`config.mk`:
```
export PLATFORM = sky130hd
export DESIGN_NAME = array_list_engine_unit_flat
export DESIGN_NICKNAME = d
export VERILOG_FILES = /design/src/rtl/core/ale_pkg.sv /design/src/rtl/core/ale_req_if.sv /design/src/rtl/core/ale_rsp_if.sv /design/src/rtl/core/ale_ram.sv /design/src/rtl/core/ale_seq.sv /design/src/rtl/core/array_list_engine_unit.sv /design/src/flat_wrapper.sv
export SDC_FILE = /design/constraint.sdc
export NUM_CORES = 2
export LEC_CHECK = 0
export ABC_AREA = 1
export CORE_MARGIN = 2
export CORE_UTILIZATION = 45
export CTS_BUF_LIST = sky130_fd_sc_hd__clkbuf_4 sky130_fd_sc_hd__clkbuf_8 sky130_fd_sc_hd__clkbuf_16
export DETAILED_ROUTE_END_ITERATION = 6
export DONT_BUFFER_PORTS = 1
export PLACE_DENSITY_LB_ADDON = 0.1
export SKIP_LAST_GASP = 1
export SYNTH_ARGS = -nofsm -noshare
export SYNTH_HDL_FRONTEND = slang
export SYNTH_HIERARCHICAL = 1
export SYNTH_SLANG_ARGS = --single-unit
```
`constraint.sdc`:
```
create_clock -name clock -period 9.25 [get_ports clock]
set_clock_uncertainty 0.05 [all_clocks]
set_input_delay 1.85 -clock clock [delete_from_list [all_inputs] [get_ports clock]]
set_output_delay 1.85 -clock clock [all_outputs]
set_load 0.05 [all_outputs]
```
`src/rtl/core/ale_pkg.sv`:
```
// ale_pkg: shared widths, request kinds and the result record of the array list engine.
// No dependencies; every other file of the block refers to it by scoped name.
`default_nettype none

package ale_pkg;

   localparam int DEPTH_DEFAULT = 64;

   localparam int KIND_W  = 3;
   localparam int POS_W   = 7;
   localparam int VAL_W   = 32;
   localparam int FOUND_W = 6;
   localparam int LEN_W   = 7;
   localparam int CAP_W   = 7;

   localparam logic [CAP_W-1:0] CAP_RESET = 7'd64;

   typedef enum logic [KIND_W-1:0] {
      KIND_APPEND = 3'd0,
      KIND_INSERT = 3'd1,
      KIND_DELETE = 3'd2,
      KIND_SET    = 3'd3,
      KIND_GET    = 3'd4,
      KIND_SEARCH = 3'd5,
      KIND_CLEAR  = 3'd6
   } kind_type;

   typedef struct packed {
      logic                      ok;
      logic signed [VAL_W-1:0]   read_value;
      logic [FOUND_W-1:0]        found_position;
      logic [LEN_W-1:0]          length;
   } result_type;

endpackage

`default_nettype wire

```
`src/rtl/core/ale_req_if.sv`:
```
// ale_req_if: request channel of the array list engine (valid/ready plus request fields).
// Depends on ale_pkg for field widths.
`default_nettype none

interface ale_req_if;
   logic                             valid;
   logic                             ready;
   logic [ale_pkg::KIND_W-1:0]       kind;
   logic [ale_pkg::POS_W-1:0]        position;
   logic signed [ale_pkg::VAL_W-1:0] value;

   modport source (output valid, kind, position, value, input ready);
   modport sink   (input valid, kind, position, value, output ready);
endinterface

`default_nettype wire

```
`src/rtl/core/ale_rsp_if.sv`:
```
// ale_rsp_if: response channel of the array list engine (valid/ready plus result fields).
// Depends on ale_pkg for field widths.
`default_nettype none

interface ale_rsp_if;
   logic                             valid;
   logic                             ready;
   logic                             ok;
   logic signed [ale_pkg::VAL_W-1:0] read_value;
   logic [ale_pkg::FOUND_W-1:0]      found_position;
   logic [ale_pkg::LEN_W-1:0]        length;

   modport source (output valid, ok, read_value, found_position, length, input ready);
   modport sink   (input valid, ok, read_value, found_position, length, output ready);
endinterface

`default_nettype wire

```
`src/rtl/core/ale_ram.sv`:
```
// ale_ram: generic single-clock RAM, one write port and one registered read port.
// Depends on ale_pkg for parameter defaults only.
`default_nettype none

module ale_ram #(
   parameter int WIDTH = ale_pkg::VAL_W,
   parameter int DEPTH = ale_pkg::DEPTH_DEFAULT
) (
   input  wire logic                     clock,
   input  wire logic                     wr_en,
   input  wire logic [$clog2(DEPTH)-1:0] wr_addr,
   input  wire logic [WIDTH-1:0]         wr_data,
   input  wire logic                     rd_en,
   input  wire logic [$clog2(DEPTH)-1:0] rd_addr,
   output logic      [WIDTH-1:0]         rd_data
);

   logic [WIDTH-1:0] mem_ff [DEPTH];
   logic [WIDTH-1:0] rd_data_ff;

   always_ff @(posedge clock) begin
      if (wr_en) begin
         mem_ff[wr_addr] <= wr_data;
      end
      if (rd_en) begin
         rd_data_ff <= mem_ff[rd_addr];
      end
   end

   assign rd_data = rd_data_ff;

endmodule

`default_nettype wire

```
`src/rtl/core/ale_seq.sv`:
```
// ale_seq: request sequencer of the array list engine; walks the entry RAM one read per cycle
// while no finished result waits unclaimed, and owns the element count and the response
// register. Depends on ale_pkg, ale_req_if, ale_rsp_if and ale_ram.
`default_nettype none

module ale_seq #(
   parameter int DEPTH = ale_pkg::DEPTH_DEFAULT
) (
   input  wire logic                       clock,
   input  wire logic                       reset,
   input  wire logic [ale_pkg::LEN_W-1:0]  limit,
   ale_req_if.sink                         req,
   ale_rsp_if.source                       rsp
);

   localparam int AW = $clog2(DEPTH);

   typedef enum logic {
      ST_IDLE,
      ST_WALK
   } state_type;

   typedef enum logic [2:0] {
      OP_NONE,
      OP_INSERT,
      OP_DELETE,
      OP_SET,
      OP_GET,
      OP_SEARCH,
      OP_CLEAR
   } op_type;

   state_type                       state_ff, state_in;
   op_type                          op_ff, op_in;
   logic [ale_pkg::LEN_W-1:0]       count_ff, count_in;
   logic [ale_pkg::POS_W-1:0]       idx_ff, idx_in;
   logic [ale_pkg::POS_W-1:0]       rem_ff, rem_in;
   logic [ale_pkg::POS_W-1:0]       at_ff, at_in;
   logic [ale_pkg::VAL_W-1:0]       val_ff, val_in;
   logic                            pend_ff, pend_in;
   logic [ale_pkg::POS_W-1:0]       pidx_ff, pidx_in;
   logic                            res_valid_ff, res_valid_in;
   ale_pkg::result_type             res_ff, res_in;

   logic                            rd_en;
   logic [AW-1:0]                   rd_addr;
   logic [ale_pkg::VAL_W-1:0]       rd_data;
   logic                            wr_en;
   logic [AW-1:0]                   wr_addr;
   logic [ale_pkg::VAL_W-1:0]       wr_data;
   logic                            slot_free;
   ale_pkg::kind_type               kind;

   ale_ram #(
      .WIDTH (ale_pkg::VAL_W),
      .DEPTH (DEPTH)
   ) u_ram (
      .clock   (clock),
      .wr_en   (wr_en),
      .wr_addr (wr_addr),
      .wr_data (wr_data),
      .rd_en   (rd_en),
      .rd_addr (rd_addr),
      .rd_data (rd_data)
   );

   assign slot_free = !res_valid_ff || rsp.ready;
   assign kind      = ale_pkg::kind_type'(req.kind);

   always_comb begin
      logic [ale_pkg::POS_W-1:0] at_sel;
      logic                      fin;

      state_in     = state_ff;
      op_in        = op_ff;
      count_in     = count_ff;
      idx_in       = idx_ff;
      rem_in       = rem_ff;
      at_in        = at_ff;
      val_in       = val_ff;
      pend_in      = pend_ff;
      pidx_in      = pidx_ff;
      res_valid_in = res_valid_ff;
      res_in       = res_ff;
      rd_en        = 1'b0;
      rd_addr      = AW'(idx_ff);
      wr_en        = 1'b0;
      wr_addr      = AW'(at_ff);
      wr_data      = val_ff;
      at_sel       = count_ff;
      fin          = 1'b0;

      if (rsp.ready) begin
         res_valid_in = 1'b0;
      end

      unique case (state_ff)
         ST_IDLE: begin
            if (req.valid) begin
               state_in = ST_WALK;
               val_in   = req.value;
               pend_in  = 1'b0;
               op_in    = OP_NONE;
               rem_in   = '0;
               idx_in   = '0;
               at_in    = req.position;
               unique case (kind)
                  ale_pkg::KIND_APPEND, ale_pkg::KIND_INSERT: begin
                     if (count_ff < limit) begin
                        if (kind == ale_pkg::KIND_INSERT && req.position < count_ff) begin
                           at_sel = req.position;
                        end
                        op_in  = OP_INSERT;
                        at_in  = at_sel;
                        // shift walks down from the top entry to the insert point
                        idx_in = count_ff - 7'd1;
                        rem_in = count_ff - at_sel;
                     end
                  end
                  ale_pkg::KIND_DELETE: begin
                     if (req.position < count_ff) begin
                        op_in  = OP_DELETE;
                        idx_in = req.position + 7'd1;
                        rem_in = count_ff - req.position - 7'd1;
                     end
                  end
                  ale_pkg::KIND_SET: begin
                     if (req.position < count_ff) begin
                        op_in = OP_SET;
                     end
                  end
                  ale_pkg::KIND_GET: begin
                     if (req.position < count_ff) begin
                        op_in  = OP_GET;
                        idx_in = req.position;
                        rem_in = 7'd1;
                     end
                  end
                  ale_pkg::KIND_SEARCH: begin
                     op_in  = OP_SEARCH;
                     idx_in = '0;
                     rem_in = count_ff;
                  end
                  ale_pkg::KIND_CLEAR: begin
                     op_in = OP_CLEAR;
                  end
                  default: begin
                  end
               endcase
            end
         end

         ST_WALK: begin
            // whole step holds while a finished result is still unclaimed
            if (slot_free) begin
               res_in = '0;

               // read stage
               if (rem_ff != '0) begin
                  rd_en   = 1'b1;
                  pend_in = 1'b1;
                  pidx_in = idx_ff;
                  rem_in  = rem_ff - 7'd1;
                  idx_in  = (op_ff == OP_INSERT) ? idx_ff - 7'd1 : idx_ff + 7'd1;
               end else begin
                  pend_in = 1'b0;
               end

               // write-back stage; it trails the read by two entries, no overlap
               if (pend_ff) begin
                  if (op_ff == OP_INSERT) begin
                     wr_en   = 1'b1;
                     wr_addr = AW'(pidx_ff + 7'd1);
                     wr_data = rd_data;
                  end else if (op_ff == OP_DELETE) begin
                     wr_en   = 1'b1;
                     wr_addr = AW'(pidx_ff - 7'd1);
                     wr_data = rd_data;
                  end
               end

               priority if (pend_ff && op_ff == OP_GET) begin
                  fin               = 1'b1;
                  res_in.ok         = 1'b1;
                  res_in.read_value = rd_data;
               end else if (pend_ff && op_ff == OP_SEARCH && rd_data == val_ff) begin
                  fin                   = 1'b1;
                  res_in.ok             = 1'b1;
                  res_in.found_position = pidx_ff[ale_pkg::FOUND_W-1:0];
               end else if (rem_ff == '0 && !pend_ff) begin
                  fin = 1'b1;
                  unique case (op_ff)
                     OP_INSERT: begin
                        wr_en     = 1'b1;
                        wr_addr   = AW'(at_ff);
                        wr_data   = val_ff;
                        count_in  = count_ff + 7'd1;
                        res_in.ok = 1'b1;
                     end
                     OP_DELETE: begin
                        count_in  = count_ff - 7'd1;
                        res_in.ok = 1'b1;
                     end
                     OP_SET: begin
                        wr_en     = 1'b1;
                        wr_addr   = AW'(at_ff);
                        wr_data   = val_ff;
                        res_in.ok = 1'b1;
                     end
                     OP_CLEAR: begin
                        count_in  = '0;
                        res_in.ok = 1'b1;
                     end
                     default: begin
                     end
                  endcase
               end else begin
               end

               if (fin) begin
                  state_in      = ST_IDLE;
                  res_valid_in  = 1'b1;
                  res_in.length = count_in;
               end
            end
         end

         default: begin
            state_in = ST_IDLE;
         end
      endcase
   end

   always_ff @(posedge clock) begin
      if (reset) begin
         state_ff     <= ST_IDLE;
         op_ff        <= OP_NONE;
         count_ff     <= '0;
         rem_ff       <= '0;
         pend_ff      <= 1'b0;
         res_valid_ff <= 1'b0;
      end else begin
         state_ff     <= state_in;
         op_ff        <= op_in;
         count_ff     <= count_in;
         rem_ff       <= rem_in;
         pend_ff      <= pend_in;
         res_valid_ff <= res_valid_in;
      end
      idx_ff  <= idx_in;
      at_ff   <= at_in;
      val_ff  <= val_in;
      pidx_ff <= pidx_in;
      res_ff  <= res_in;
   end

   assign req.ready          = (state_ff == ST_IDLE);
   assign rsp.valid          = res_valid_ff;
   assign rsp.ok             = res_ff.ok;
   assign rsp.read_value     = res_ff.read_value;
   assign rsp.found_position = res_ff.found_position;
   assign rsp.length         = res_ff.length;

endmodule

`default_nettype wire

```
`src/rtl/core/array_list_engine_unit.sv`:
```
// array_list_engine_unit: top level of the array list engine (capacity register, sequencer).
// Depends on ale_pkg, ale_req_if, ale_rsp_if, ale_seq and ale_ram.
//
// Ordered list of up to DEPTH signed 32-bit words kept in one single-port-read RAM. Each
// request item (append, insert, delete, set, get, search, clear) produces exactly one
// response item with ok, read_value, found_position and the new length. One item is in
// work at a time. The shift and scan walks read one entry per cycle while no response
// waits unclaimed, and write each entry back from the registered read port. A new request
// is taken as soon as the sequencer is idle, even while the previous response still waits
// in the output register. The walk then holds at every step until that response is taken.
// The capacity CSR (reset 64) is written through csr_wr_en/csr_wr_data; the limit in force
// is the smaller of it and DEPTH. No clearing pass is needed after reset: entries above
// the length are never read.
`default_nettype none

module array_list_engine_unit #(
   parameter int DEPTH = ale_pkg::DEPTH_DEFAULT
) (
   input  wire logic                       clock,
   input  wire logic                       reset,
   ale_req_if.sink                         req_chan,
   ale_rsp_if.source                       rsp_chan,
   input  wire logic                       csr_wr_en,
   input  wire logic [ale_pkg::CAP_W-1:0]  csr_wr_data
);

   // capacity CSR, write-only
   logic [ale_pkg::CAP_W-1:0] cap_ff, cap_in;
   logic [ale_pkg::LEN_W-1:0] limit;

   always_comb begin
      cap_in = csr_wr_en ? csr_wr_data : cap_ff;
   end

   always_ff @(posedge clock) begin
      if (reset) begin
         cap_ff <= ale_pkg::CAP_RESET;
      end else begin
         cap_ff <= cap_in;
      end
   end

   // effective limit: min(capacity, DEPTH); DEPTH term only taken when it fits
   assign limit = (32'(cap_ff) < DEPTH) ? cap_ff : ale_pkg::LEN_W'(DEPTH);

   ale_seq #(
      .DEPTH (DEPTH)
   ) u_seq (
      .clock (clock),
      .reset (reset),
      .limit (limit),
      .req   (req_chan),
      .rsp   (rsp_chan)
   );

   // one item in flight: an accepted request always drops ready on the next cycle
   a_one_in_flight: assert property (@(posedge clock) disable iff (reset)
      req_chan.valid && req_chan.ready |=> !req_chan.ready)
      else $error("request ready stayed high after accept");

   // the list never grows beyond the RAM
   a_len_bound: assert property (@(posedge clock) disable iff (reset)
      rsp_chan.valid |-> 32'(rsp_chan.length) <= DEPTH)
      else $error("reported length exceeds DEPTH");

   // a failed request reports no data and no position
   a_fail_clean: assert property (@(posedge clock) disable iff (reset)
      rsp_chan.valid && !rsp_chan.ok |->
         rsp_chan.read_value == '0 && rsp_chan.found_position == '0)
      else $error("failed response carries data");

endmodule

`default_nettype wire

```
`src/flat_wrapper.sv`:
```
// flat-port wrapper written by rule: the top's interface ports become plain ports
module array_list_engine_unit_flat 
#(
   parameter int DEPTH = ale_pkg::DEPTH_DEFAULT
)
  (clock, reset, csr_wr_en, csr_wr_data, req_chan_valid, req_chan_kind, req_chan_position, req_chan_value, req_chan_ready, rsp_chan_valid, rsp_chan_ok, rsp_chan_read_value, rsp_chan_found_position, rsp_chan_length, rsp_chan_ready);
  ale_req_if req_chan_i ();
  ale_rsp_if rsp_chan_i ();
  input  wire logic clock;
  input  wire logic reset;
  input  wire logic csr_wr_en;
  input  wire logic [ale_pkg::CAP_W-1:0] csr_wr_data;
  input wire logic [$bits(req_chan_i.valid)-1:0] req_chan_valid;
  input wire logic [$bits(req_chan_i.kind)-1:0] req_chan_kind;
  input wire logic [$bits(req_chan_i.position)-1:0] req_chan_position;
  input wire logic [$bits(req_chan_i.value)-1:0] req_chan_value;
  output wire logic [$bits(req_chan_i.ready)-1:0] req_chan_ready;
  output wire logic [$bits(rsp_chan_i.valid)-1:0] rsp_chan_valid;
  output wire logic [$bits(rsp_chan_i.ok)-1:0] rsp_chan_ok;
  output wire logic [$bits(rsp_chan_i.read_value)-1:0] rsp_chan_read_value;
  output wire logic [$bits(rsp_chan_i.found_position)-1:0] rsp_chan_found_position;
  output wire logic [$bits(rsp_chan_i.length)-1:0] rsp_chan_length;
  input wire logic [$bits(rsp_chan_i.ready)-1:0] rsp_chan_ready;
  assign req_chan_i.valid = req_chan_valid;
  assign req_chan_i.kind = req_chan_kind;
  assign req_chan_i.position = req_chan_position;
  assign req_chan_i.value = req_chan_value;
  assign req_chan_ready = req_chan_i.ready;
  assign rsp_chan_valid = rsp_chan_i.valid;
  assign rsp_chan_ok = rsp_chan_i.ok;
  assign rsp_chan_read_value = rsp_chan_i.read_value;
  assign rsp_chan_found_position = rsp_chan_i.found_position;
  assign rsp_chan_length = rsp_chan_i.length;
  assign rsp_chan_i.ready = rsp_chan_ready;
  array_list_engine_unit #(.DEPTH(DEPTH)) u_core (.clock(clock), .reset(reset), .req_chan(req_chan_i), .rsp_chan(rsp_chan_i), .csr_wr_en(csr_wr_en), .csr_wr_data(csr_wr_data));
endmodule
```
==> flow_metrics.tcl <==
set metrics [dict create \
    outcome "finished, violations left" \
    violations "design-rule violations" \
    synthTopCellsByCount "nand2_1 (2443), edfxtp_1 (2176), nand3_1 (1943), buf_2 (295), nor2_1 (165)" \
    timing.setup.tns_ns 0 \
    grt-ovfl-total 0 \
    ir_drop_uv 223.0 \
    fmax_mhz 171.1 \
    seq_area_frac_synth_pct 72.77 \
    pre_cts_ws_ns 2.632 \
    clock_path_buffers 3 \
    wl_per_cell_um 25.25 \
    avgSynthCellArea_sq_um 11.76 \
    clkTransAtPathRegs_ns 0.06 \
    critPathLaunchType "flip-flop" \
    syn_inst 7696 \
    grt_usage_pct 25.43 \
    core_area_sq_um 199900 \
    routed_via_density 5.650 \
    die_h_um 452.6 \
    chipWidth_um 452.6 \
    grt_antenna_before_repair 8 \
    cp-end-kind "flip-flop" \
    final_nets 7658 \
    period_needed_ns 5.845 \
    hold_path_class "flip-flop to flip-flop" \
    clock_sinks 2203 \
    drc 1 \
    grt_max_degree 219 \
    synth_nets 7784 \
    maxCapViolCount 0 \
    cts_buffers 227 \
    worst_slew_pin_slew_ns 1.421 \
    fin_crit_sh_pct 63.19 \
    ant_nets 0 \
    drt_pass1_iterations 7 \
    setup_ws_ns 3.405 \
    io_buffers 0 \
    initial_core_util_pct 45.30 \
    rsz0062_at_grt "false" \
    relSlewSlack_pct 4.939 \
    worst-path-buf-inv 4 \
    p_total_mw 26.44 \
    nFillCells 17391 \
    io_pins 102 \
    slew_viol_final 0 \
    post-synth-top-count-cell "nand2_1" \
    ys_seq_elements 2203 \
    tritoncts "done" \
    area_growth_pct 11.36 \
    drive_gt1_share_pct 7.923 \
    fin_util_pct 50.45 \
    vias 58897 \
    dp.final_hpwl_mm 148.2 \
    first_global_vias 54575 \
    insertion_delay_ns 0.90 \
    htreeDepth 4 \
    drtIter0Drc 6777 \
    synth_top_area_share_pct 72.17 \
    cp.required_ns 9.68 \
    cp_data_arrival_time_ns 6.27 \
    cts_setup_buffers 0 \
    place.gp.congestion 0.9025 \
    drt-total-wl_mm 263.2 \
    synth_edf_count 2176 \
    p_leak_nw 35.60 \
    critPathMaxFanout 47 \
    worst-setup-path-type "flip-flop to flip-flop" \
    dieArea_sq_um 204800 \
    postCtsHoldBufs 0 \
    synth.area.top_cells "edfxtp_1 (72%), nand3_1 (11%), nand2_1 (10%), buf_2 (1.6%), nor2_1 (0.68%)" \
    crit_chain "inv_1 -> buf_4 -> nor2_4 -> inv_2 -> nor2_2 -> nand2_4 -> buf_4 -> o21ai_1 -> nand4_1 -> nor2_4" \
    ys_types 52 \
    p_per_area_nw_per_um2 262.2 \
    cp_top_family "simple AND/OR/NAND/NOR gates" \
    netlist_area_sq_um 90540 \
    multiInputGateArea_sq_um 22480 \
    regArea_sq_um 65880 \
    cts_root_buffer "clkbuf_16" \
    std_cell_rows 164 \
    slowest_delay_ns 1.28 \
    setup_viol 0 \
    synth-async-reset-ratio_pct 0 \
    synth_top_flop_cell "edfxtp_1" \
    yosys_warnings 6 \
    post_cts_resized 0 \
    grt_pass1_wl_mm 382.9 \
    yosys.area.top_type "edfxtp_1" \
    crit_slowest_cell "nor2_4" \
    finalHoldViolCount 0 \
]
cells by family after synthesis:
| group | share of synthesized area, % |
|---|---|
| compound gates | 1.157 |
| xor+xnor | 0.2515 |
| fa+ha+maj | 0.4864 |
| buf+inv | 3.350 |
| flops | 72.77 |
| mux | 0.01106 |
| simple gates | 21.98 |
layer usage:
layer	wire, um	part of all wire (%)	track usage (%)	up-vias
met2	116200	44	37.45	2245
met1	120100	46	38.81	29303
li1	-	-	-	26980
met3	19190	7.3	3.931	367
met5	13	0.0049	0	-
met4	7702	2.9	7.729	2
final cells by class:
class,count,area share (%)
Antenna cell,7,0.01737
Clock inverter,140,1.304
Sequential cell,2203,65.34
Inverter,169,0.6701
Tap cell,2656,3.296
Multi-Input combinational cell,4855,22.30
Timing Repair Buffer,114,1.023
Clock buffer,281,6.049
worst min-delay path, cell delays in order, from the launching register on:
cell	delay, ns
dfxtp_1	0.31
nor2_1	0.08
nor2_1	0.05
metrics by stage:
stage	instances	cell area, sq um	hold WS [ns]
2_1_floorplan	7696	90540	0.3953
3_3_place_gp	9997	93390	0.4080
3_5_place_dp	9997	93390	0.4144
4_1_cts	10418	100800	0.4223
5_1_grt	10419	100800	0.4508
6_report	10425	100800	0.4210
placed cells by master (no fill, tap or decap), types with 4 or more instances in the layout:
cell type   count
a211oi_1        5
a21oi_1        38
a21oi_2         5
a221oi_1        4
a31oi_1         4
buf_12         14
buf_4         100
bufinv_16      16
clkbuf_16     227
clkbuf_4       52
clkinv_1       67
clkinv_16       7
clkinv_2       34
clkinvlp_4      7
dfxtp_1        27
diode_2         7
edfxtp_1     2176
ha_1           32
inv_1         151
inv_16          4
inv_2          10
inv_6           6
nand2_1      2442
nand2_2         7
nand3_1      1943
nand4_1        10
nor2_1        102
nor2_2          7
nor2_4         67
nor3_1         15
nor4_1          5
o21ai_0        60
o21ai_1         5
o21ai_4        32
o221ai_1        5
o22ai_1        13
or2_2           4
xnor2_1         6
xor2_1         20
sequential cells by signal, indices dropped and copies added (netlist names):
| name | count |
|---|---|
| u_core/u_seq/rsp.read_value | 32 |
| u_core/u_seq/rsp.found_position | 6 |
| u_core/u_seq/rsp.length | 7 |
| u_core/u_seq/state_ff | 1 |
| u_core/u_seq/val_ff | 32 |
| u_core/u_seq/at_ff | 6 |
| u_core/cap_ff | 7 |
| u_core/u_seq/op_ff | 3 |
| u_core/u_seq/rem_ff | 7 |
| u_core/u_seq/idx_ff | 6 |
| u_core/u_seq/pidx_ff | 6 |
| u_core/u_seq/count_ff | 7 |
| u_core/u_seq/pend_ff | 1 |
| u_core/u_seq/u_ram/mem_ff | 2048 |
| u_core/u_seq/u_ram/rd_data | 32 |
| u_core/u_seq/rsp.valid | 1 |
| u_core/u_seq/rsp.ok | 1 |
path summary, 6_finish.rpt:
| check | end | slack [ns] | start | cells after the start |
|---|---|---|---|---|
| min reg2reg | u_core/cap_ff[0] | 0.42 | u_core/cap_ff[0] | 2 |
| max | u_core/u_seq/u_ram/mem_ff[63][28] | 3.40 | u_core/u_seq/state_ff | 10 |
| min | u_core/cap_ff[0] | 0.42 | u_core/cap_ff[0] | 2 |
| max reg2reg | u_core/u_seq/u_ram/mem_ff[63][28] | 3.40 | u_core/u_seq/state_ff | 10 |
power by group:
group | internal [mW] | switching, mW
sequential | 11.2 | 0.157
clock | 5.14 | 3.88
combinational | 1.40 | 4.65
total | 17.7 | 8.69
No activity file was read; power rests on OpenSTA's default activity.
